===== src/acbpix_pkg.sv =====
// ----------------------------------------------------------------------------
// acbpix_pkg
// Shared widths, defaults and the gamma table of the checkerboard pixel core.
// ----------------------------------------------------------------------------
`default_nettype none

package acbpix_pkg;

    // Field widths fixed by the pixel and register formats.
    localparam int COORD_W          = 12;
    localparam int GRAY_W           = 8;
    localparam int IMAGE_SIDE_W     = 13;
    localparam int IMAGE_SIDE_RESET = 256;

    // Defaults for the top-level parameters.
    localparam int MAX_SIDE_DEFAULT       = 4096;
    localparam int CELLS_PER_SIDE_DEFAULT = 8;

    // Depth of the queue between the classifier and the shading pipeline.
    localparam int QUEUE_DEPTH = 4;

    // Configuration bus.
    localparam int APB_DATA_W = 32;
    localparam int APB_ADDR_W = 2;

    // Blend index runs over 0..64 in steps of 1/64.
    localparam int T_W    = 7;
    localparam int T_FULL = 64;

    // floor(255 * (t/64)^(1/2.2)) for t = 0..64.
    localparam logic [GRAY_W-1:0] GAMMA_TAB [T_FULL+1] = '{
        8'd0,   8'd38,  8'd52,  8'd63,  8'd72,  8'd80,  8'd86,  8'd93,
        8'd99,  8'd104, 8'd109, 8'd114, 8'd119, 8'd123, 8'd127, 8'd131,
        8'd135, 8'd139, 8'd143, 8'd146, 8'd150, 8'd153, 8'd156, 8'd160,
        8'd163, 8'd166, 8'd169, 8'd172, 8'd175, 8'd177, 8'd180, 8'd183,
        8'd186, 8'd188, 8'd191, 8'd193, 8'd196, 8'd198, 8'd201, 8'd203,
        8'd205, 8'd208, 8'd210, 8'd212, 8'd215, 8'd217, 8'd219, 8'd221,
        8'd223, 8'd225, 8'd227, 8'd229, 8'd232, 8'd234, 8'd236, 8'd238,
        8'd239, 8'd241, 8'd243, 8'd245, 8'd247, 8'd249, 8'd251, 8'd253,
        8'd255
    };

    function automatic logic [GRAY_W-1:0] gamma_lookup(input logic [T_W-1:0] t);
        logic [GRAY_W-1:0] g;
        if (t > T_W'(T_FULL)) begin
            g = GAMMA_TAB[T_FULL];
        end else begin
            g = GAMMA_TAB[t];
        end
        return g;
    endfunction

endpackage

`default_nettype wire


===== src/acbpix_pix_if.sv =====
// ----------------------------------------------------------------------------
// acbpix_pix_if
// Pixel coordinate request channel with valid/ready handshake.
// ----------------------------------------------------------------------------
`default_nettype none

interface acbpix_pix_if;
    logic                             valid;
    logic                             ready;
    logic [acbpix_pkg::COORD_W-1:0]   pixel_row;
    logic [acbpix_pkg::COORD_W-1:0]   pixel_col;

    modport source (output valid, output pixel_row, output pixel_col, input ready);
    modport sink   (input valid, input pixel_row, input pixel_col, output ready);
endinterface

`default_nettype wire


===== src/acbpix_gray_if.sv =====
// ----------------------------------------------------------------------------
// acbpix_gray_if
// Gray level result channel with valid/ready handshake.
// ----------------------------------------------------------------------------
`default_nettype none

interface acbpix_gray_if;
    logic                            valid;
    logic                            ready;
    logic [acbpix_pkg::GRAY_W-1:0]   gray_level;
    logic                            out_of_range;

    modport source (output valid, output gray_level, output out_of_range, input ready);
    modport sink   (input valid, input gray_level, input out_of_range, output ready);
endinterface

`default_nettype wire


===== src/antialiased_checkerboard_pixel_core.sv =====
// ----------------------------------------------------------------------------
// antialiased_checkerboard_pixel_core
// Antialiased checkerboard test pattern: pixel coordinate in, gray level out.
// ----------------------------------------------------------------------------
// For each request of a pixel row and column the core returns the gray level
// of a CELLS_PER_SIDE by CELLS_PER_SIDE checkerboard laid over a square image
// whose side is set through the APB register at any byte address (13 bits,
// reset 256, clamped to MAX_SIDE). Cells whose indices sum to an even number
// are black. Edge pixels are blended by their exact coverage in 1/N pixel
// steps and shaped by a 1/2.2 gamma table. Pixels at or beyond the side, or
// any pixel when the side is zero, come back with out_of_range set and a gray
// level of zero. The core takes one request every clock while the queue is
// not full and returns one result for every request, in order. A request
// is written into the queue at the edge that accepts it and leaves it for
// the first of four pipeline stages (coverage, blend weight, scaling, gamma
// lookup); the last stage is the output register. A four-entry queue
// between the cell classifier and the shading pipeline lets the request side
// keep going while the result side is stalled, until the queue fills.
// Writing the side register also recomputes the cell boundaries in the same
// clock, so requests may follow right after the write completes; the
// register should only be written while no request is in flight.
// ----------------------------------------------------------------------------
`default_nettype none

module antialiased_checkerboard_pixel_core #(
    parameter int MAX_SIDE       = acbpix_pkg::MAX_SIDE_DEFAULT,
    parameter int CELLS_PER_SIDE = acbpix_pkg::CELLS_PER_SIDE_DEFAULT
) (
    input  wire logic                               i_clk,
    input  wire logic                               i_rst_n,
    // Configuration port.
    input  wire logic                               psel,
    input  wire logic                               penable,
    input  wire logic                               pwrite,
    input  wire logic [acbpix_pkg::APB_ADDR_W-1:0]  paddr,
    input  wire logic [acbpix_pkg::APB_DATA_W-1:0]  pwdata,
    output logic      [acbpix_pkg::APB_DATA_W-1:0]  prdata,
    output logic                                    pready,
    // Pixel requests in, gray levels out.
    acbpix_pix_if.sink                              i_pix,
    acbpix_gray_if.source                           o_gray
);

    localparam int SIDE_W = $clog2(MAX_SIDE + 1);
    localparam int BND_W  = $clog2(CELLS_PER_SIDE * MAX_SIDE + 1);
    localparam int IDX_W  = $clog2(CELLS_PER_SIDE);
    localparam int NC_W   = acbpix_pkg::COORD_W + $clog2(CELLS_PER_SIDE);
    localparam int ENT_W  = 2 * IDX_W + 2 * NC_W + 1;

    // Clamped side and the boundaries (j+1)*side, j = 0..N-1, in 1/N pixel.
    logic [SIDE_W-1:0]                     w_side;
    logic [CELLS_PER_SIDE-1:0][BND_W-1:0]  w_bound;

    // Classified requests travelling from the front end to the shader.
    logic             w_push, w_full, w_pop, w_qvalid;
    logic [ENT_W-1:0] w_push_entry, w_pop_entry;

    acbpix_cfg #(
        .MAX_SIDE       (MAX_SIDE),
        .CELLS_PER_SIDE (CELLS_PER_SIDE)
    ) u_cfg (
        .i_clk   (i_clk),
        .i_rst_n (i_rst_n),
        .psel    (psel),
        .penable (penable),
        .pwrite  (pwrite),
        .paddr   (paddr),
        .pwdata  (pwdata),
        .prdata  (prdata),
        .pready  (pready),
        .o_side  (w_side),
        .o_bound (w_bound)
    );

    // Front end: finds each axis' cell by comparing against the boundaries
    // and flags coordinates outside the image.
    acbpix_front #(
        .MAX_SIDE       (MAX_SIDE),
        .CELLS_PER_SIDE (CELLS_PER_SIDE)
    ) u_front (
        .i_pix   (i_pix),
        .i_side  (w_side),
        .i_bound (w_bound),
        .i_full  (w_full),
        .o_push  (w_push),
        .o_entry (w_push_entry)
    );

    acbpix_queue #(
        .WIDTH (ENT_W),
        .DEPTH (acbpix_pkg::QUEUE_DEPTH)
    ) u_queue (
        .i_clk   (i_clk),
        .i_rst_n (i_rst_n),
        .i_push  (w_push),
        .i_data  (w_push_entry),
        .o_full  (w_full),
        .i_pop   (w_pop),
        .o_valid (w_qvalid),
        .o_data  (w_pop_entry)
    );

    // Back end: coverage, blend weight, scaling to 1/64 and gamma lookup.
    acbpix_back #(
        .MAX_SIDE       (MAX_SIDE),
        .CELLS_PER_SIDE (CELLS_PER_SIDE)
    ) u_back (
        .i_clk   (i_clk),
        .i_rst_n (i_rst_n),
        .i_bound (w_bound),
        .i_valid (w_qvalid),
        .i_entry (w_pop_entry),
        .o_pop   (w_pop),
        .o_gray  (o_gray)
    );

endmodule

`default_nettype wire


===== src/acbpix_cfg.sv =====
// ----------------------------------------------------------------------------
// acbpix_cfg
// Image side register on the APB port and the precomputed cell boundaries.
// ----------------------------------------------------------------------------
`default_nettype none

module acbpix_cfg #(
    parameter int MAX_SIDE       = acbpix_pkg::MAX_SIDE_DEFAULT,
    parameter int CELLS_PER_SIDE = acbpix_pkg::CELLS_PER_SIDE_DEFAULT,
    localparam int SIDE_W        = $clog2(MAX_SIDE + 1),
    localparam int BND_W         = $clog2(CELLS_PER_SIDE * MAX_SIDE + 1)
) (
    input  wire logic                               i_clk,
    input  wire logic                               i_rst_n,
    input  wire logic                               psel,
    input  wire logic                               penable,
    input  wire logic                               pwrite,
    input  wire logic [acbpix_pkg::APB_ADDR_W-1:0]  paddr,
    input  wire logic [acbpix_pkg::APB_DATA_W-1:0]  pwdata,
    output logic      [acbpix_pkg::APB_DATA_W-1:0]  prdata,
    output logic                                    pready,
    output logic      [SIDE_W-1:0]                  o_side,
    output logic      [CELLS_PER_SIDE-1:0][BND_W-1:0] o_bound
);

    localparam int CMP_W = (SIDE_W > acbpix_pkg::IMAGE_SIDE_W) ?
                           SIDE_W : acbpix_pkg::IMAGE_SIDE_W;

    logic [acbpix_pkg::IMAGE_SIDE_W-1:0]   r_image_side, n_image_side;
    logic [SIDE_W-1:0]                     r_side, n_side;
    logic [CELLS_PER_SIDE-1:0][BND_W-1:0]  r_bound, n_bound;
    logic                                  w_write;

    function automatic logic [SIDE_W-1:0] clamp_side(
        input logic [acbpix_pkg::IMAGE_SIDE_W-1:0] v
    );
        logic [SIDE_W-1:0] c;
        if (CMP_W'(v) > CMP_W'(MAX_SIDE)) begin
            c = SIDE_W'(MAX_SIDE);
        end else begin
            c = SIDE_W'(v);
        end
        return c;
    endfunction

    // The register is the only one, so every address decodes to it.
    assign w_write = psel & penable & pwrite & (paddr == paddr);

    always_comb begin
        n_image_side = r_image_side;
        if (w_write) begin
            n_image_side = pwdata[acbpix_pkg::IMAGE_SIDE_W-1:0];
        end
        n_side = clamp_side(n_image_side);
        // Boundary j sits at (j+1) * side in units of 1/N pixel.
        for (int j = 0; j < CELLS_PER_SIDE; j++) begin
            n_bound[j] = BND_W'(j + 1) * BND_W'(n_side);
        end
    end

    always_ff @(posedge i_clk) begin
        if (!i_rst_n) begin
            r_image_side <= acbpix_pkg::IMAGE_SIDE_W'(acbpix_pkg::IMAGE_SIDE_RESET);
            r_side       <= clamp_side(
                acbpix_pkg::IMAGE_SIDE_W'(acbpix_pkg::IMAGE_SIDE_RESET));
            for (int j = 0; j < CELLS_PER_SIDE; j++) begin
                r_bound[j] <= BND_W'(j + 1) * BND_W'(clamp_side(
                    acbpix_pkg::IMAGE_SIDE_W'(acbpix_pkg::IMAGE_SIDE_RESET)));
            end
        end else begin
            r_image_side <= n_image_side;
            r_side       <= n_side;
            r_bound      <= n_bound;
        end
    end

    assign prdata  = acbpix_pkg::APB_DATA_W'(r_image_side);
    assign pready  = 1'b1;
    assign o_side  = r_side;
    assign o_bound = r_bound;

endmodule

`default_nettype wire


===== src/acbpix_front.sv =====
// ----------------------------------------------------------------------------
// acbpix_front
// Accepts pixel requests, finds the cell of each axis and the range flag.
// ----------------------------------------------------------------------------
`default_nettype none

module acbpix_front #(
    parameter int MAX_SIDE       = acbpix_pkg::MAX_SIDE_DEFAULT,
    parameter int CELLS_PER_SIDE = acbpix_pkg::CELLS_PER_SIDE_DEFAULT,
    localparam int SIDE_W        = $clog2(MAX_SIDE + 1),
    localparam int BND_W         = $clog2(CELLS_PER_SIDE * MAX_SIDE + 1),
    localparam int IDX_W         = $clog2(CELLS_PER_SIDE),
    localparam int NC_W          = acbpix_pkg::COORD_W + $clog2(CELLS_PER_SIDE),
    localparam int ENT_W         = 2 * IDX_W + 2 * NC_W + 1
) (
    acbpix_pix_if.sink                           i_pix,
    input  wire logic [SIDE_W-1:0]               i_side,
    input  wire logic [CELLS_PER_SIDE-1:0][BND_W-1:0] i_bound,
    input  wire logic                            i_full,
    output logic                                 o_push,
    output logic      [ENT_W-1:0]                o_entry
);

    localparam int CW = (NC_W > BND_W) ? NC_W : BND_W;
    localparam int XW = (SIDE_W > acbpix_pkg::COORD_W) ? SIDE_W : acbpix_pkg::COORD_W;

    logic [NC_W-1:0]  w_nrow, w_ncol;
    logic [IDX_W-1:0] w_idx_r, w_idx_c;
    logic             w_oor;

    assign w_nrow = NC_W'(i_pix.pixel_row) * NC_W'(CELLS_PER_SIDE);
    assign w_ncol = NC_W'(i_pix.pixel_col) * NC_W'(CELLS_PER_SIDE);

    // The boundaries rise monotonically, so counting the ones passed gives
    // the cell index.
    always_comb begin
        w_idx_r = '0;
        w_idx_c = '0;
        for (int k = 0; k < CELLS_PER_SIDE - 1; k++) begin
            if (CW'(w_nrow) >= CW'(i_bound[k])) begin
                w_idx_r = w_idx_r + IDX_W'(1);
            end
            if (CW'(w_ncol) >= CW'(i_bound[k])) begin
                w_idx_c = w_idx_c + IDX_W'(1);
            end
        end
    end

    assign w_oor = (i_side == '0) ||
                   (XW'(i_pix.pixel_row) >= XW'(i_side)) ||
                   (XW'(i_pix.pixel_col) >= XW'(i_side));

    assign i_pix.ready = ~i_full;
    assign o_push      = i_pix.valid & ~i_full;
    assign o_entry     = {w_oor, w_idx_r, w_idx_c, w_nrow, w_ncol};

endmodule

`default_nettype wire


===== src/acbpix_queue.sv =====
// ----------------------------------------------------------------------------
// acbpix_queue
// Small first-in first-out buffer between the classifier and the shader.
// ----------------------------------------------------------------------------
`default_nettype none

module acbpix_queue #(
    parameter int WIDTH = 8,
    parameter int DEPTH = acbpix_pkg::QUEUE_DEPTH
) (
    input  wire logic             i_clk,
    input  wire logic             i_rst_n,
    input  wire logic             i_push,
    input  wire logic [WIDTH-1:0] i_data,
    output logic                  o_full,
    input  wire logic             i_pop,
    output logic                  o_valid,
    output logic      [WIDTH-1:0] o_data
);

    localparam int PTR_W = (DEPTH > 1) ? $clog2(DEPTH) : 1;
    localparam int CNT_W = $clog2(DEPTH + 1);

    logic [WIDTH-1:0] r_mem [DEPTH];
    logic [PTR_W-1:0] r_wr_ptr, n_wr_ptr;
    logic [PTR_W-1:0] r_rd_ptr, n_rd_ptr;
    logic [CNT_W-1:0] r_count, n_count;
    logic             w_do_push, w_do_pop;

    assign w_do_push = i_push & ~o_full;
    assign w_do_pop  = i_pop & o_valid;

    always_comb begin
        n_wr_ptr = r_wr_ptr;
        n_rd_ptr = r_rd_ptr;
        if (w_do_push) begin
            n_wr_ptr = (r_wr_ptr == PTR_W'(DEPTH - 1)) ? '0 : r_wr_ptr + PTR_W'(1);
        end
        if (w_do_pop) begin
            n_rd_ptr = (r_rd_ptr == PTR_W'(DEPTH - 1)) ? '0 : r_rd_ptr + PTR_W'(1);
        end
        n_count = r_count + CNT_W'(w_do_push) - CNT_W'(w_do_pop);
    end

    always_ff @(posedge i_clk) begin
        if (!i_rst_n) begin
            r_wr_ptr <= '0;
            r_rd_ptr <= '0;
            r_count  <= '0;
        end else begin
            r_wr_ptr <= n_wr_ptr;
            r_rd_ptr <= n_rd_ptr;
            r_count  <= n_count;
        end
    end

    always_ff @(posedge i_clk) begin
        if (w_do_push) begin
            r_mem[r_wr_ptr] <= i_data;
        end
    end

    assign o_full  = (r_count == CNT_W'(DEPTH));
    assign o_valid = (r_count != '0);
    assign o_data  = r_mem[r_rd_ptr];

endmodule

`default_nettype wire


===== src/acbpix_back.sv =====
// ----------------------------------------------------------------------------
// acbpix_back
// Four-stage shading pipeline: coverage, blend weight, scaling, gamma lookup.
// ----------------------------------------------------------------------------
`default_nettype none

module acbpix_back #(
    parameter int MAX_SIDE       = acbpix_pkg::MAX_SIDE_DEFAULT,
    parameter int CELLS_PER_SIDE = acbpix_pkg::CELLS_PER_SIDE_DEFAULT,
    localparam int BND_W         = $clog2(CELLS_PER_SIDE * MAX_SIDE + 1),
    localparam int IDX_W         = $clog2(CELLS_PER_SIDE),
    localparam int NC_W          = acbpix_pkg::COORD_W + $clog2(CELLS_PER_SIDE),
    localparam int ENT_W         = 2 * IDX_W + 2 * NC_W + 1
) (
    input  wire logic                            i_clk,
    input  wire logic                            i_rst_n,
    input  wire logic [CELLS_PER_SIDE-1:0][BND_W-1:0] i_bound,
    input  wire logic                            i_valid,
    input  wire logic [ENT_W-1:0]                i_entry,
    output logic                                 o_pop,
    acbpix_gray_if.source                        o_gray
);

    localparam int N     = CELLS_PER_SIDE;
    localparam int CW    = (NC_W > BND_W) ? NC_W : BND_W;
    localparam int Q_W   = $clog2(N + 1);
    localparam int D     = N * N;
    localparam int S_W   = $clog2(D + 1);
    // Reciprocal of D scaled by 64; the estimate is at most one low.
    localparam int SH    = S_W;
    localparam int M     = ((1 << SH) * acbpix_pkg::T_FULL) / D;
    localparam int M_W   = $clog2(M + 1);
    localparam int P_W   = S_W + M_W;
    localparam int T_W   = acbpix_pkg::T_W;
    localparam int E_W   = T_W + S_W + 1;

    // Queue entry fields.
    logic             w_oor;
    logic [IDX_W-1:0] w_idx_r, w_idx_c;
    logic [NC_W-1:0]  w_nrow, w_ncol;
    logic [CW-1:0]    w_diff_r, w_diff_c;

    // Stage registers.
    logic             r_v1, r_v2, r_v3, r_v4;
    logic             r_oor1, r_oor2, r_oor3;
    logic             r_flip1, r_flip2, r_flip3;
    logic [Q_W-1:0]   r_qr, r_qc;
    logic [S_W-1:0]   r_s2, r_s3;
    logic [T_W-1:0]   r_t0;
    logic [acbpix_pkg::GRAY_W-1:0] r_gray;
    logic             r_oor4;

    logic             w_rdy1, w_rdy2, w_rdy3, w_rdy4;
    logic [S_W-1:0]   w_s;
    logic [P_W-1:0]   w_prod;
    logic [T_W-1:0]   w_t, w_tsel;

    assign {w_oor, w_idx_r, w_idx_c, w_nrow, w_ncol} = i_entry;

    // A stage takes a new item when it is empty or its content moves on.
    assign w_rdy4 = ~r_v4 | o_gray.ready;
    assign w_rdy3 = ~r_v3 | w_rdy4;
    assign w_rdy2 = ~r_v2 | w_rdy3;
    assign w_rdy1 = ~r_v1 | w_rdy2;
    assign o_pop  = i_valid & w_rdy1;

    // Coverage in 1/N pixel: distance to the next boundary, at most N.
    assign w_diff_r = CW'(i_bound[w_idx_r]) - CW'(w_nrow);
    assign w_diff_c = CW'(i_bound[w_idx_c]) - CW'(w_ncol);

    assign w_s = S_W'(r_qr) * S_W'(r_qc) +
                 S_W'(Q_W'(N) - r_qr) * S_W'(Q_W'(N) - r_qc);

    assign w_prod = P_W'(r_s2) * P_W'(M);

    always_comb begin
        w_t = r_t0;
        if (E_W'(r_t0 + T_W'(1)) * E_W'(D) <= E_W'(r_s3) * E_W'(acbpix_pkg::T_FULL)) begin
            w_t = r_t0 + T_W'(1);
        end
        if (w_t > T_W'(acbpix_pkg::T_FULL)) begin
            w_t = T_W'(acbpix_pkg::T_FULL);
        end
        // Black cells read the table from the other end.
        w_tsel = r_flip3 ? T_W'(acbpix_pkg::T_FULL) - w_t : w_t;
    end

    always_ff @(posedge i_clk) begin
        if (!i_rst_n) begin
            r_v1 <= 1'b0;
            r_v2 <= 1'b0;
            r_v3 <= 1'b0;
            r_v4 <= 1'b0;
        end else begin
            if (w_rdy1) begin
                r_v1 <= i_valid;
            end
            if (w_rdy2) begin
                r_v2 <= r_v1;
            end
            if (w_rdy3) begin
                r_v3 <= r_v2;
            end
            if (w_rdy4) begin
                r_v4 <= r_v3;
            end
        end
    end

    always_ff @(posedge i_clk) begin
        if (w_rdy1) begin
            r_oor1  <= w_oor;
            r_flip1 <= ~(w_idx_r[0] ^ w_idx_c[0]);
            r_qr    <= (w_diff_r > CW'(N)) ? Q_W'(N) : w_diff_r[Q_W-1:0];
            r_qc    <= (w_diff_c > CW'(N)) ? Q_W'(N) : w_diff_c[Q_W-1:0];
        end
        if (w_rdy2) begin
            r_oor2  <= r_oor1;
            r_flip2 <= r_flip1;
            r_s2    <= w_s;
        end
        if (w_rdy3) begin
            r_oor3  <= r_oor2;
            r_flip3 <= r_flip2;
            r_s3    <= r_s2;
            r_t0    <= w_prod[SH +: T_W];
        end
        if (w_rdy4) begin
            r_oor4  <= r_oor3;
            r_gray  <= r_oor3 ? '0 : acbpix_pkg::gamma_lookup(w_tsel);
        end
    end

    assign o_gray.valid        = r_v4;
    assign o_gray.gray_level   = r_gray;
    assign o_gray.out_of_range = r_oor4;

endmodule

`default_nettype wire

===== src/flat_wrapper.sv =====
// flat-port wrapper written by rule: the top's interface ports become plain ports
module antialiased_checkerboard_pixel_core_flat 
#(
    parameter int MAX_SIDE       = acbpix_pkg::MAX_SIDE_DEFAULT,
    parameter int CELLS_PER_SIDE = acbpix_pkg::CELLS_PER_SIDE_DEFAULT
)
  (i_clk, i_rst_n, psel, penable, pwrite, paddr, pwdata, prdata, pready, i_pix_valid, i_pix_pixel_row, i_pix_pixel_col, i_pix_ready, o_gray_valid, o_gray_gray_level, o_gray_out_of_range, o_gray_ready);
  acbpix_pix_if i_pix_i ();
  acbpix_gray_if o_gray_i ();
  input  wire logic i_clk;
  input  wire logic i_rst_n;
  input  wire logic psel;
  input  wire logic penable;
  input  wire logic pwrite;
  input  wire logic [acbpix_pkg::APB_ADDR_W-1:0] paddr;
  input  wire logic [acbpix_pkg::APB_DATA_W-1:0] pwdata;
  output logic      [acbpix_pkg::APB_DATA_W-1:0] prdata;
  output logic pready;
  input wire logic [$bits(i_pix_i.valid)-1:0] i_pix_valid;
  input wire logic [$bits(i_pix_i.pixel_row)-1:0] i_pix_pixel_row;
  input wire logic [$bits(i_pix_i.pixel_col)-1:0] i_pix_pixel_col;
  output wire logic [$bits(i_pix_i.ready)-1:0] i_pix_ready;
  output wire logic [$bits(o_gray_i.valid)-1:0] o_gray_valid;
  output wire logic [$bits(o_gray_i.gray_level)-1:0] o_gray_gray_level;
  output wire logic [$bits(o_gray_i.out_of_range)-1:0] o_gray_out_of_range;
  input wire logic [$bits(o_gray_i.ready)-1:0] o_gray_ready;
  assign i_pix_i.valid = i_pix_valid;
  assign i_pix_i.pixel_row = i_pix_pixel_row;
  assign i_pix_i.pixel_col = i_pix_pixel_col;
  assign i_pix_ready = i_pix_i.ready;
  assign o_gray_valid = o_gray_i.valid;
  assign o_gray_gray_level = o_gray_i.gray_level;
  assign o_gray_out_of_range = o_gray_i.out_of_range;
  assign o_gray_i.ready = o_gray_ready;
  antialiased_checkerboard_pixel_core #(.MAX_SIDE(MAX_SIDE), .CELLS_PER_SIDE(CELLS_PER_SIDE)) u_core (.i_clk(i_clk), .i_rst_n(i_rst_n), .psel(psel), .penable(penable), .pwrite(pwrite), .paddr(paddr), .pwdata(pwdata), .prdata(prdata), .pready(pready), .i_pix(i_pix_i), .o_gray(o_gray_i));
endmodule

===== config.mk =====
export PLATFORM = sky130hd
export DESIGN_NAME = antialiased_checkerboard_pixel_core_flat
export DESIGN_NICKNAME = d
export VERILOG_FILES = /design/src/acbpix_pkg.sv /design/src/acbpix_pix_if.sv /design/src/acbpix_gray_if.sv /design/src/antialiased_checkerboard_pixel_core.sv /design/src/acbpix_cfg.sv /design/src/acbpix_front.sv /design/src/acbpix_queue.sv /design/src/acbpix_back.sv /design/src/flat_wrapper.sv
export SDC_FILE = /design/constraint.sdc
export NUM_CORES = 1
export LEC_CHECK = 0
export BUFFER_PORTS_ARGS = -buffer_cell sky130_fd_sc_hd__buf_2
export CAP_MARGIN = 20
export CORE_MARGIN = 1
export CORE_UTILIZATION = 58
export CTS_CLUSTER_DIAMETER = 100
export CTS_CLUSTER_SIZE = 25
export DETAILED_ROUTE_END_ITERATION = 8
export GPL_TIMING_DRIVEN = 0
export HOLD_SLACK_MARGIN = 0.12
export PLACE_DENSITY = 0.89
export SYNTH_ARGS = -nofsm -noshare
export SYNTH_HDL_FRONTEND = slang
export SYNTH_HIERARCHICAL = 1
export SYNTH_SLANG_ARGS = --single-unit

===== constraint.sdc =====
create_clock -name i_clk -period 5.5 [get_ports i_clk]
set_input_delay 1.1 -clock i_clk [delete_from_list [all_inputs] [get_ports i_clk]]
set_output_delay 1.1 -clock i_clk [all_outputs]
set_load 0.1 [all_outputs]

Yosys cells after proc, flatten, opt, wreduce, memory -nomap -nowiden
Memory sizes are Yosys's and may differ from the RTL's. A register that Yosys moved wholly into a read port is not among the register bits.
Cells that the tools add are included.

storage, ports and cells
  register bits after elaboration = 142
  latch bits = 0
  memory bits (writable) = 124
  bits in read-only memories = 1024
  bits of input ports = 65
  output and inout bits = 44
  memories = 2

cells by class
  add/subtract/negate cells = 24
  multiply operators = 6
  div/mod/pow operators = 0
  magnitude comparators = 23
  equal/unequal tests = 3
  shift operators = 0
  mux-type cells = 29
  bitwise operators = 18
  reduce and logical (&&, ||, !) cells = 4

memories
  memory                words  width  rd ports  clocked after memory_dff  write ports  line                RTL
  (no name shown)       128    8      1         1                         0            acbpix_pkg.sv:48    g = GAMMA_TAB[t];
  u_core.u_queue.r_mem  4      31     1         1                         1            acbpix_queue.sv:24  logic [WIDTH-1:0] r_mem [DEPTH];

operators with widths
  cell                                                                          count
  15-bit by 16-bit >= comparator with 1-bit output                              14
  16-bit binary-select mux with 3-bit select                                    2
  3-bit by 1-bit adder with 3-bit output, second input constant                 12
  3-bit two-way mux                                                             12
  16-bit by 4-bit > comparator with 1-bit output, second input constant         2
  3-bit by 13-bit multiplier with 16-bit output, first input constant           2
  16-bit two-way mux                                                            2
  16-bit by 15-bit subtractor with 16-bit output                                2
  2-bit by 13-bit multiplier with 15-bit output, first input constant           2
  12-bit by 13-bit >= comparator with 1-bit output                              2
  13-bit two-way mux                                                            2
  7-bit two-way mux                                                             3
  14-bit by 13-bit less-or-equal comparator with 1-bit output                   1
  13-bit > comparator, second input constant                                    1
  13-bit logical NOT                                                            1
  4-bit by 4-bit subtractor with 5-bit output, first input constant             2
  7-bit by 1-bit adder with 8-bit output, second input constant                 1
  3-bit by 4-bit less-than comparator with 1-bit output, second input constant  2
  2-bit two-way mux                                                             4
  7-bit inverter with 8-bit output                                              1
  7-bit by 1-bit adder with 7-bit output, second input constant                 1
  7-bit adder                                                                   1
  7-bit > comparator, second input constant                                     1
  4-bit by 4-bit multiplier with 7-bit output                                   1
  14 further kinds                                                              33

Depth between registers and ports, before layout
Gate-level depths: netlist of the first run.

  word-level depth = 14
  depth in mapped cells = 27
  gate-level depth less buffers = 26

Modules after synthesis
The synthesis of the first run kept the hierarchy.

modules (own cells, without submodules)
  module        times used  cells an instance  area an instance (µm²)
  acbpix_back   1           718                7089.3
  acbpix_queue  1           246                5881.9
  acbpix_front  1           696                5601.6
  acbpix_cfg    1           536                4778.3

Worst setup path before layout of the first run
OpenSTA, ideal clock, no wires.

  path kind = input to register
  start = input i_pix_pixel_row[0]
  end = memory u_core/u_queue/r_mem[0][35] in the netlist's numbering (data pin)
  setup time = 272 ps
  arrival = 5624 ps
  path slack = -396 ps
  cell stages on the path = 25
  cells stage by stage = ha_1 -> nor4b_1 -> o21a_1 -> o21a_1 -> o21a_1 -> o21ai_0 -> a21oi_1 -> or4_1 -> nand2_1 -> ha_1 -> or2_2 -> mux2_2 -> nand4_2 -> ha_1 -> mux2_2 -> ha_1 -> nand2_1 -> nand3_1 -> ha_1 -> nor2_1 -> a41oi_1 -> ha_1 -> nand3b_1 -> xnor3_1 -> xnor2_1

RTL lines
  element             line                RTL
  start: declaration  flat_wrapper.sv:20  input wire logic [$bits(i_pix_i.pixel_row)-1:0] i_pix_pixel_row;
  end: declaration    acbpix_queue.sv:24

==> results of run 1 <==
==> flip-flops by register name, indices dropped and copies added, names as in the netlist, 4 cells and up, named ones only <==
| signal | cells |
|---|---|
| u_core/u_back/o_gray.gray_level | 8 |
| u_core/u_queue/r_mem | 148 |
| u_core/u_back/r_qc | 4 |
| u_core/u_cfg/o_bound | 54 |
| u_core/u_back/r_qr | 4 |
| u_core/u_back/r_t0 | 6 |
| u_core/u_cfg/r_image_side | 13 |
| u_core/u_back/r_s2 | 6 |
==> report_power, final <==
| group | switching [mW] | leakage, nW | internal [mW] |
|---|---|---|---|
| clock network | 0.673 | 0.236 | 0.579 |
| registers | 0.124 | 2.40 | 2.47 |
| logic | 3.40 | 8.48 | 2.47 |
==> area by class of cell <==
type / instances / share of cell area (%)
inverter: 211 / 3.077
clock buffer: 20 / 1.697
timing repair buffer: 95 / 2.460
sequential: 263 / 27.60
clock inverter: 5 / 0.1896
multi-input combinational: 1564 / 57.08
tap: 525 / 2.552
buffer: 196 / 5.343
==> worst max-delay path: stages <==
cell	delay, ps
buf_12	120
ha_4	250
nor4b_4	170
o21a_1	150
o21ai_1	70
a21oi_1	140
o21ai_1	100
a21oi_2	220
o2111ai_2	170
a21o_1	260
ha_4	310
o21ai_2	50
or4_4	500
nand4_4	120
ha_4	200
mux2_4	280
ha_4	220
nand2_4	70
nand3_4	70
ha_4	280
nor2_2	30
a41oi_2	280
ha_4	190
nand3b_1	80
xnor3_1	230
xnor2_2	280
==> cell usage after synthesis (9+ instances only) <==
master / n / share of area, %
mux2_2: 37 / 1.8
xor2_1: 21 / 0.79
nand3_1: 28 / 0.60
inv_1: 208 / 3.3
or3_1: 11 / 0.29
nor4_1: 19 / 0.51
mux2i_1: 31 / 1.3
nand2_1: 90 / 1.4
nor2b_1: 23 / 0.62
and3_1: 14 / 0.38
a21o_1: 49 / 1.6
a211oi_1: 29 / 0.93
a21oi_1: 101 / 2.2
nor2_1: 116 / 1.9
buf_4: 139 / 4.5
buf_2: 13 / 0.28
fa_1: 38 / 3.3
o21ai_0: 85 / 1.8
o211ai_1: 21 / 0.68
clkbuf_1: 28 / 0.45
edfxtp_1: 183 / 24
xnor2_1: 29 / 1.1
o2111ai_1: 9 / 0.34
a31oi_1: 11 / 0.29
mux4_2: 94 / 9.1
nor3_1: 27 / 0.58
buf_1: 9 / 0.14
o31ai_1: 9 / 0.29
o21bai_1: 19 / 0.61
o21a_1: 36 / 1.2
nor4b_1: 9 / 0.34
nand4_1: 15 / 0.40
nand2b_1: 23 / 0.62
and2_1: 33 / 0.88
o21ai_1: 15 / 0.32
or4_1: 10 / 0.32
dfxtp_1: 80 / 6.9
ha_1: 320 / 17
==> per-layer routing <==
metal | part of all wire (%) | routed length, um | vias to the layer above | track usage (%)
met1 | 37 | 23830 | 8824 | 36.77
met5 | 0 | 0 | - | 0
met4 | 6.8 | 4324 | 0 | 19.15
met2 | 49 | 30890 | 813 | 52.94
met3 | 7.3 | 4623 | 216 | 3.852
li1 | - | - | 8309 | -
==> per-stage QoR <==
stage                     hold slack, ps  power, mW  instances  cell area (um^2)
after CTS                          422.3      9.532       2863             25430
after global placement             401.9      7.982       2826             24650
final                              421.5      9.713       2879             25740
after detailed placement           405.2      8.183       2830             24740
after floorplan                    400.3      6.865       2234             23660
after global routing               427.0      10.28       2879             25740
==> final timing paths <==
path | start | endpoint | slack (ps) | depth (start not counted)
setup / recovery | i_pix_pixel_row[0] | u_core/u_queue/r_mem[1][35]$_DFFE_PP_ | -110 | 26
hold / removal | u_core/u_back/r_s2[2]$_DFFE_PP_ | u_core/u_back/r_t0[2]$_DFFE_PP_ | 420 | 0
setup reg to reg | u_core/u_cfg/o_bound[52]$_SDFF_PN0_ | u_core/u_queue/r_mem[1][35]$_DFFE_PP_ | -60 | 27
hold reg to reg | u_core/u_back/r_s2[2]$_DFFE_PP_ | u_core/u_back/r_t0[2]$_DFFE_PP_ | 420 | 0
==> kinds of logic (layout without fill, tap and decap cells) <==
| kind of cell | Yosys count | count (layout) | share of synthesized area (%) |
|---|---|---|---|
| AO/OA/AOI/OAI | 468 | 468 | 13.62 |
| AND/OR/NAND/NOR | 465 | 465 | 10.64 |
| buffers and inverters | 407 | 527 | 9.157 |
| adder cells (fa/ha/maj) | 358 | 358 | 20.40 |
| flip-flops | 263 | 263 | 30.39 |
| multiplexers | 173 | 173 | 13.20 |
| XOR/XNOR | 58 | 58 | 2.534 |
| other | 4 | 42 | 0.06428 |
==> timing repair <==
| action | CTS | global route |
|---|---|---|
| endpoints found under the setup margin | 24 | 22 |
| gates resized for setup | 51 | 44 |
| setup buffers | 8 | 16 |
| pin swaps | 24 | 18 |
==> reports/metrics.cfg, run 1 <==
[outcome]
outcome=finished, violations left
violations=negative setup slack

[cts]
cts_tree=yes
hold_buffers=0
cts_made_buffers=15
clock_path_buffers=3
clk_latency_ps=530
cts.htree.levels=1
clockRootBuffer=clkbuf_16
cts_num_sinks=263
clk_pin_slew_ps=100

[synth]
synth-edff-count=183
synth_area_mm2=0.02335
ys_ff_latch=263
synth.distinct_cells=105
ys_warn_count=6
synthFlopType=edfxtp_1
async_reset_ff_share_pct=0
synth-seq-area-share_pct=30.39
syn_avg_cell_area_um2=10.63
netlist_instances=2196

[timing]
fmax_ghz=0.1783
hold_viol=0
setup_slack_ps=-110.1
max-slew-margin-rel_pct=40.19
drv_slew=0
finalSetupTns_ps=-439.9
fin_crit_sh_pct=102.0
rsz0062_at_grt=true
fin_crit_ps=5610
skew_ps=43.71
tightest_slew_ps=891.7
timing.final.setup_violations=4

[worst_setup_path]
worst_ep_arrival_time_ps=5950
crit_path_end_kind=flip-flop
critPathRequiredTime_ps=5840
critPathMaxFanout=4
worstSetupPathType=in2reg
start_kind=primary input

[power_and_ir_drop]
powerDensity_mw_per_mm2=377.4
power.leakage_nw=11.12
worst_ir_drop_vdd_mv=0.2355

[layout]
diodes=0
nets=2769
multiInputGateArea_mm2=0.01469
n_fill_cell=2988
final_core_util_pct=64.77
layout_common_cells=ha_1 (306), inv_1 (208), edfxtp_1 (183)
regArea_mm2=0.007104
drive_gt1_share_pct=22.05
final_common_cell=ha_1
syn_to_final_growth_pct=10.21

[run]
max_cap_viol_count=0

[die]
io_pins=109
dieWidth_um=202.7
rows=73
die_h_um=202.7
die-area_mm2=0.04107
start_util_pct=58.77
core_mm2=0.03973

[route]
vias=18160
drcViolationCount=0
dr.first_iter.drc_count=1475
wirelength_um=63670
drtAntennaViolNets=0
drt_first_pass_iters=6
vias_per_cell=6.308
wl_per_cell_um=22.12

[global_routing]
overflow=0
grt.total_usage_pct=30.81
first_global_vias=18260
grt_start_max_net_pins=31
grt_antenna_before_repair=0
grt_pass1_wl_um=98340

[place]
io_buffers=67
place.gp.congestion=1.022
post-place-ws_ps=-1131
dp_hpwl_um=49080

[worst_hold_path]
hold_path.class=reg2reg

Note: power is estimated with default switching activity, not from simulation.
==> inputs of run 2 (changes only) <==
--- a/config.mk
+++ b/config.mk
@@ -14,7 +14,7 @@
 export DETAILED_ROUTE_END_ITERATION = 8
 export GPL_TIMING_DRIVEN = 0
 export HOLD_SLACK_MARGIN = 0.12
-export PLACE_DENSITY = 0.89
+export PLACE_DENSITY = 0.79
 export SYNTH_ARGS = -nofsm -noshare
 export SYNTH_HDL_FRONTEND = slang
 export SYNTH_HIERARCHICAL = 1
==> run 2 against run 1 <==
Against the previous run:
- the run still ends with negative setup slack left
- sequential power barely moved
- fmax barely moved
- sequential share of layout area rose by 0.14 points
- wire length fell by 1.5%
- clock skew fell by 8.6 ps
- clock-buffer cell count rose by 1
- register-to-register slack barely moved
- cell area fell by 0.54%
- final cell count fell by 0.28%
- total power barely moved
- via count fell by 1.8%
- setup slack improved by 5.0 ps
- critical path type unchanged
- largest power group unchanged
==> reports/metrics.cfg, run 2 (same netlist as run 1, synthesis figures left out) <==
[timing]
tightest_slew_ps=888.9  ; -2.783 ps
timing.final.setup_violations=8  ; +4
rsz0062_at_grt=true
hold_viol=0  ; unchanged
max-slew-margin-rel_pct=40.52  ; +0.33 points
drv_slew=0  ; unchanged
fin_crit_sh_pct=101.9  ; about the same
fmax_ghz=0.1784  ; about the same
fin_crit_ps=5605  ; -4.974 ps
skew_ps=35.12  ; -8.593 ps
setup_slack_ps=-105.1  ; +4.974 ps

[cts]
hold_buffers=0  ; unchanged
cts_tree=yes
clockRootBuffer=clkbuf_16
cts_num_sinks=263  ; unchanged
cts.htree.levels=1  ; unchanged
clk_latency_ps=540  ; about the same
clk_pin_slew_ps=100  ; about the same
clock_path_buffers=3  ; unchanged
cts_made_buffers=16  ; +1

[die]
die-area_mm2=0.04107  ; unchanged
die_h_um=202.7  ; unchanged
start_util_pct=58.77  ; unchanged
core_mm2=0.03973  ; unchanged
io_pins=109  ; unchanged
dieWidth_um=202.7  ; unchanged
rows=73  ; unchanged

[worst_setup_path]
worstSetupPathType=in2reg
worstRegToRegCells=27  ; unchanged
critPathMaxFanout=5  ; +1
r2r_start=u_core/u_cfg/o_bound[52]$_SDFF_PN0_
crit_end=u_core/u_queue/r_mem[2][35]$_DFFE_PP_
startpoint=i_pix_pixel_row[0]
path_buf_inv=1  ; unchanged
cpPeakStageDelay_ps=460  ; -40 ps
crit_path_end_kind=flip-flop
start_kind=primary input
crit_family=adder cells
worst_ep_arrival_time_ps=5910  ; -40 ps
r2r_setup_slack_ps=-60  ; about the same
critPathRequiredTime_ps=5810  ; -30 ps
cp_num_cells=26  ; unchanged
reg2reg_to=u_core/u_queue/r_mem[2][35]$_DFFE_PP_
slowest_stage=or4_4
crit_path_frequent_cell=ha_4

[layout]
largest_reg_flops=148  ; unchanged
nets=2759  ; -0.36%
multiInputGateArea_mm2=0.01458  ; -0.72%
finalNonFillerCells=2871  ; -0.28%
final_common_cell=ha_1
drive_gt1_share_pct=21.14  ; -0.91 points
regArea_mm2=0.007103  ; about the same
diodes=0  ; unchanged
n_fill_cell=3100  ; +3.7%
syn_to_final_growth_pct=9.618
layout_common_cells=ha_1 (308), inv_1 (207), edfxtp_1 (183)
largest-register=u_core/u_queue/r_mem

[route]
wl_per_cell_um=21.85  ; -1.2%
wirelength_um=62720  ; -1.5%
drtAntennaViolNets=0  ; unchanged
dr.first_iter.drc_count=1399  ; -5.2%
drcViolationCount=0  ; unchanged
vias_per_cell=6.213  ; -1.5%
drt_first_pass_iters=7  ; +1
vias=17840  ; -1.8%

[power_and_ir_drop]
powerDensity_mw_per_mm2=379.3  ; +0.50%
worst_ir_drop_vdd_mv=0.2908  ; +23%
power.leakage_nw=11.04  ; -0.69%

[outcome]
outcome=finished, violations left
violations=negative setup slack

[worst_hold_path]
min-delay-start=u_core/u_back/r_flip2$_DFFE_PP_
hold_path.class=reg2reg

[global_routing]
grt.total_usage_pct=30.49  ; -0.32 points
grt_antenna_before_repair=1  ; +1
first_global_vias=18010  ; -1.4%
grt_pass1_wl_um=96950  ; -1.4%
grt_start_max_net_pins=35  ; +13%
overflow=0  ; unchanged

[place]
post-place-ws_ps=-1177  ; -46.15 ps
dp_hpwl_um=48280  ; -1.6%
place.gp.congestion=1.004  ; -1.8%
io_buffers=67  ; unchanged
placedCellCount=2830  ; unchanged

[run]
max_cap_viol_count=0  ; unchanged

[run 2: cell types whose count changed in the layout (fill, tap and decap cells not counted), moves of 2 or more]
cell | before | now
buf_4 | 166 | 157
clkbuf_1 | 22 | 24
clkbuf_4 | 5 | 2
ha_1 | 306 | 308
ha_4 | 12 | 9
inv_2 | 3 | 5
nand2_1 | 86 | 88
nand2_2 | 2 | 0
nor3_1 | 25 | 27
nor3_2 | 2 | 0
nor4b_2 | 0 | 2
nor4b_4 | 4 | 2
o21ai_1 | 19 | 21
o21ai_2 | 8 | 5
[run 2: final cells by class]
cell class                      count  share of cell area [%]
Buffer                            195                   5.333
Timing Repair Buffer               85                   2.136
Clock buffer                       21                   1.721
Multi-Input combinational cell   1564                   56.98
Sequential cell                   263                   27.75
Tap cell                          525                   2.566
Inverter                          211                   3.094
Clock inverter                      7                  0.4253
[run 2: worst min path at each step]
stage                                       to  slack [ps]  depth (start not counted)
4_1_cts        u_core/u_back/r_flip3$_DFFE_PP_         430                          0
5_1_grt        u_core/u_back/r_t0[4]$_DFFE_PP_         440                          0
6_report       u_core/u_back/r_flip3$_DFFE_PP_         430                          0
2_1_floorplan  u_core/u_back/r_flip2$_DFFE_PP_         400                          0
3_5_place_dp   u_core/u_back/r_flip3$_DFFE_PP_         400                          0
3_3_place_gp    u_core/u_back/r_oor3$_DFFE_PP_         400                          0
[run 2: per-layer routing]
layer | up-vias | global-route usage, % | wire length (um)
li1 | 8277 | - | -
met3 | 170 | 3.804 | 3978
met4 | 2 | 15.25 | 3379
met2 | 728 | 53.61 | 30900
met5 | - | 0 | 13
met1 | 8660 | 36.77 | 24450
[run 2: where the power goes]
group,switching [mW],internal (mW)
Sequential,0.129,2.47
Clock,0.715,0.644
Combinational,3.33,2.42
[run 2: what timing repair did]
action | 4_1_cts | 5_1_grt
gates resized for setup | 36 | 37
pin swaps | 24 | 15
setup buffers | 10 | 4
endpoints found under the setup margin | 21 | 24
[run 2: metrics by stage]
| step | hold WS (ps) | setup TNS (ps) | power (mW) | cell area (um^2) | utilization (%) |
|---|---|---|---|---|---|
| 6_report | 428.3 | -609.5 | 9.709 | 25600 | 64.42 |
| 5_1_grt | 438.8 | -2346 | 10.29 | 25600 | 64.42 |
| 4_1_cts | 428.0 | -128.6 | 9.613 | 25480 | 64.13 |
| 3_5_place_dp | 404.5 | -15730 | 8.164 | 24740 | 62.26 |
| 3_3_place_gp | 401.2 | -13560 | 7.992 | 24650 | 62.05 |
| 2_1_floorplan | 400.3 | -2067 | 6.865 | 23660 | - |
==> inputs of run 3 (changes only) <==
--- a/config.mk
+++ b/config.mk
@@ -5,13 +5,13 @@
 export SDC_FILE = /design/constraint.sdc
 export NUM_CORES = 1
 export LEC_CHECK = 0
-export BUFFER_PORTS_ARGS = -buffer_cell sky130_fd_sc_hd__buf_2
 export CAP_MARGIN = 20
 export CORE_MARGIN = 1
-export CORE_UTILIZATION = 58
+export CORE_UTILIZATION = 60
 export CTS_CLUSTER_DIAMETER = 100
 export CTS_CLUSTER_SIZE = 25
 export DETAILED_ROUTE_END_ITERATION = 8
+export DONT_BUFFER_PORTS = 1
 export GPL_TIMING_DRIVEN = 0
 export HOLD_SLACK_MARGIN = 0.12
 export PLACE_DENSITY = 0.79
==> run 3 against run 2 <==
Against the previous run:
- the flow now finishes without violations
- clock power down 4%
- cell area down 1.4%
- non-clock buffer count down 69
- total power down 1.0%
- fmax up 2.9%
- critical endpoint is now u_core/u_back/r_qc[3]$_SDFFCE_PN1N_
- highest routed layer is now met4
==> reports/metrics.cfg, run 3 (same netlist as run 1, synthesis figures left out) <==
[die]
start_util_pct=61.42  ; +2.6 points
rows=71  ; -2.7%
die_h_um=199.3  ; -1.7%
io_pins=109  ; unchanged
dieWidth_um=199.3  ; -1.7%
die-area_mm2=0.03971  ; -3.3%
core_mm2=0.03802  ; -4.3%

[global_routing]
grt_antenna_before_repair=1  ; unchanged
grt_start_max_net_pins=30  ; -14%
first_global_vias=17790  ; -1.3%
overflow=0  ; unchanged
grt_pass1_wl_um=96720  ; -0.23%
grt.total_usage_pct=32.03  ; +1.5 points

[route]
drcViolationCount=0  ; unchanged
vias=17720  ; -0.64%
wl_per_cell_um=22.48  ; +2.9%
wirelength_um=62680  ; about the same
vias_per_cell=6.357  ; +2.3%
drt_first_pass_iters=6  ; -1
dr.first_iter.drc_count=1346  ; -3.8%
drtAntennaViolNets=0  ; unchanged

[timing]
drv_slew=0  ; unchanged
timing.final.setup_violations=0  ; -8
finalSetupTns_ps=0  ; +609.5 ps
rsz0062_at_grt=true
fmax_ghz=0.1835  ; +2.9%
hold_viol=0  ; unchanged
max-slew-margin-rel_pct=29.48  ; -11 points
fin_crit_ps=5449  ; -156.2 ps
setup_slack_ps=51.08  ; +156.2 ps
fin_crit_sh_pct=99.07  ; -2.8 points
skew_ps=23.23  ; -11.88 ps
tightest_slew_ps=1056  ; +167.4 ps
fin_hold_ws_ps=426.8  ; -1.492 ps

[power_and_ir_drop]
p_comb_share_pct=56.9  ; -2.4 points
power.switching_mw=4.154  ; -0.49%
worst_ir_drop_vdd_mv=0.2886  ; -0.73%
intPower_mw=5.456  ; -1.4%
powerDensity_mw_per_mm2=380.8  ; +0.39%
sequentialPowerShare_pct=29.5  ; +2.8 points
power.share.switching_pct=43.23  ; +0.22 points
power.leakage_nw=10.75  ; -2.6%
p_total_mw=9.611  ; -1.0%
p_clk_share_pct=13.6  ; -0.4 points

[place]
placedCellCount=2749  ; -2.9%
placed_cell_area_mm2=0.02439  ; -1.4%
post-place-ws_ps=-793.1  ; +383.6 ps
place.gp.congestion=0.9677  ; -3.6%
io_buffers=0  ; -100%
dp_hpwl_um=48850  ; +1.2%

[worst_setup_path]
critPathRequiredTime_ps=5760  ; -50 ps
critPathMaxFanout=15  ; +10
start_kind=flip-flop
worstSetupPathType=reg2reg
crit_path_end_kind=flip-flop
worst_ep_arrival_time_ps=5710  ; -200 ps

[layout]
final_core_util_pct=66.39  ; +2.0 points
nets=2690  ; -2.5%
layout_common_cells=ha_1 (306), inv_1 (206), edfxtp_1 (183)
finalNonFillerCells=2788  ; -2.9%
diodes=0  ; unchanged
largest_reg_flops=148  ; unchanged
syn_to_final_growth_pct=8.096
n_fill_cell=2956  ; -4.6%
largest-register=u_core/u_queue/r_mem
final_area_mm2=0.02524  ; -1.4%
drive_gt1_share_pct=19.28  ; -1.9 points
final_common_cell=ha_1

[cts]
clockRootBuffer=clkbuf_16
cts_made_buffers=16  ; unchanged
cts_num_sinks=263  ; unchanged
clock_path_buffers=3  ; unchanged
cts_tree=yes
clk_pin_slew_ps=100  ; about the same
clk_latency_ps=510  ; -30 ps
cts.htree.levels=1  ; unchanged
hold_buffers=0  ; unchanged

[run]
max_cap_viol_count=0  ; unchanged

[outcome]
outcome=complete, no violations

[worst_hold_path]
hold_path.class=reg2reg

run 3: final timing paths:
path	from	to	slack (ps)	depth (start not counted)
setup / recovery	flip-flop	u_core/u_back/r_qc[3]$_SDFFCE_PN1N_	50	15
hold reg to reg	u_core/u_back/r_s2[4]$_DFFE_PP_	u_core/u_back/r_t0[4]$_DFFE_PP_	430	0
hold / removal	u_core/u_back/r_s2[4]$_DFFE_PP_	u_core/u_back/r_t0[4]$_DFFE_PP_	430	0
setup reg to reg	flip-flop	u_core/u_back/r_qc[3]$_SDFFCE_PN1N_	50	15
run 3: critical path, cell delays in order (launching register included):
cell	delay, ps
dfxtp_1	320
clkbuf_2	290
buf_2	340
mux4_2	260
buf_6	240
buf_2	400
mux4_2	590
mux2_2	320
ha_1	340
nor2b_1	160
o31a_1	290
o41ai_1	480
o21ai_0	210
mux2i_1	270
o21ai_0	240
or4_1	430
run 3: power by group through the flow:
stage	Sequential [mW]	Clock (mW)	Combinational, mW
CTS	2.83	1.34	5.35
floorplan	2.81	0	4.05
global route	2.86	1.40	5.91
global placement	2.87	0	5.10
finish	2.84	1.31	5.47
detailed placement	2.88	0	5.27
run 3: layout make-up:
type	instances	area, um^2	share of cell area [%]
multi-input cells	1564	14630	57.97
well taps	511	639.4	2.533
flip-flops and latches	263	7107	28.16
repair buffers	17	185.2	0.7336
clock inverters	4	75.07	0.2974
inverters	211	792.0	3.138
plain buffers	194	1360	5.388
clock buffers	24	451.7	1.789
run 3: layer usage:
| metal | vias up | part of all wire (%) | track usage, % |
|---|---|---|---|
| met4 | 0 | 5.7 | 16.32 |
| li1 | 8150 | - | - |
| met2 | 692 | 49 | 55.37 |
| met3 | 181 | 6.8 | 3.932 |
| met5 | - | 0 | 0 |
| met1 | 8700 | 39 | 39.32 |
run 3: repair_timing:
action,in CTS,in global routing
pin swaps,13,18
setup buffers,7,8
hold endpoints to repair,0,0
endpoints found under the setup margin,22,19
resized for setup,31,43
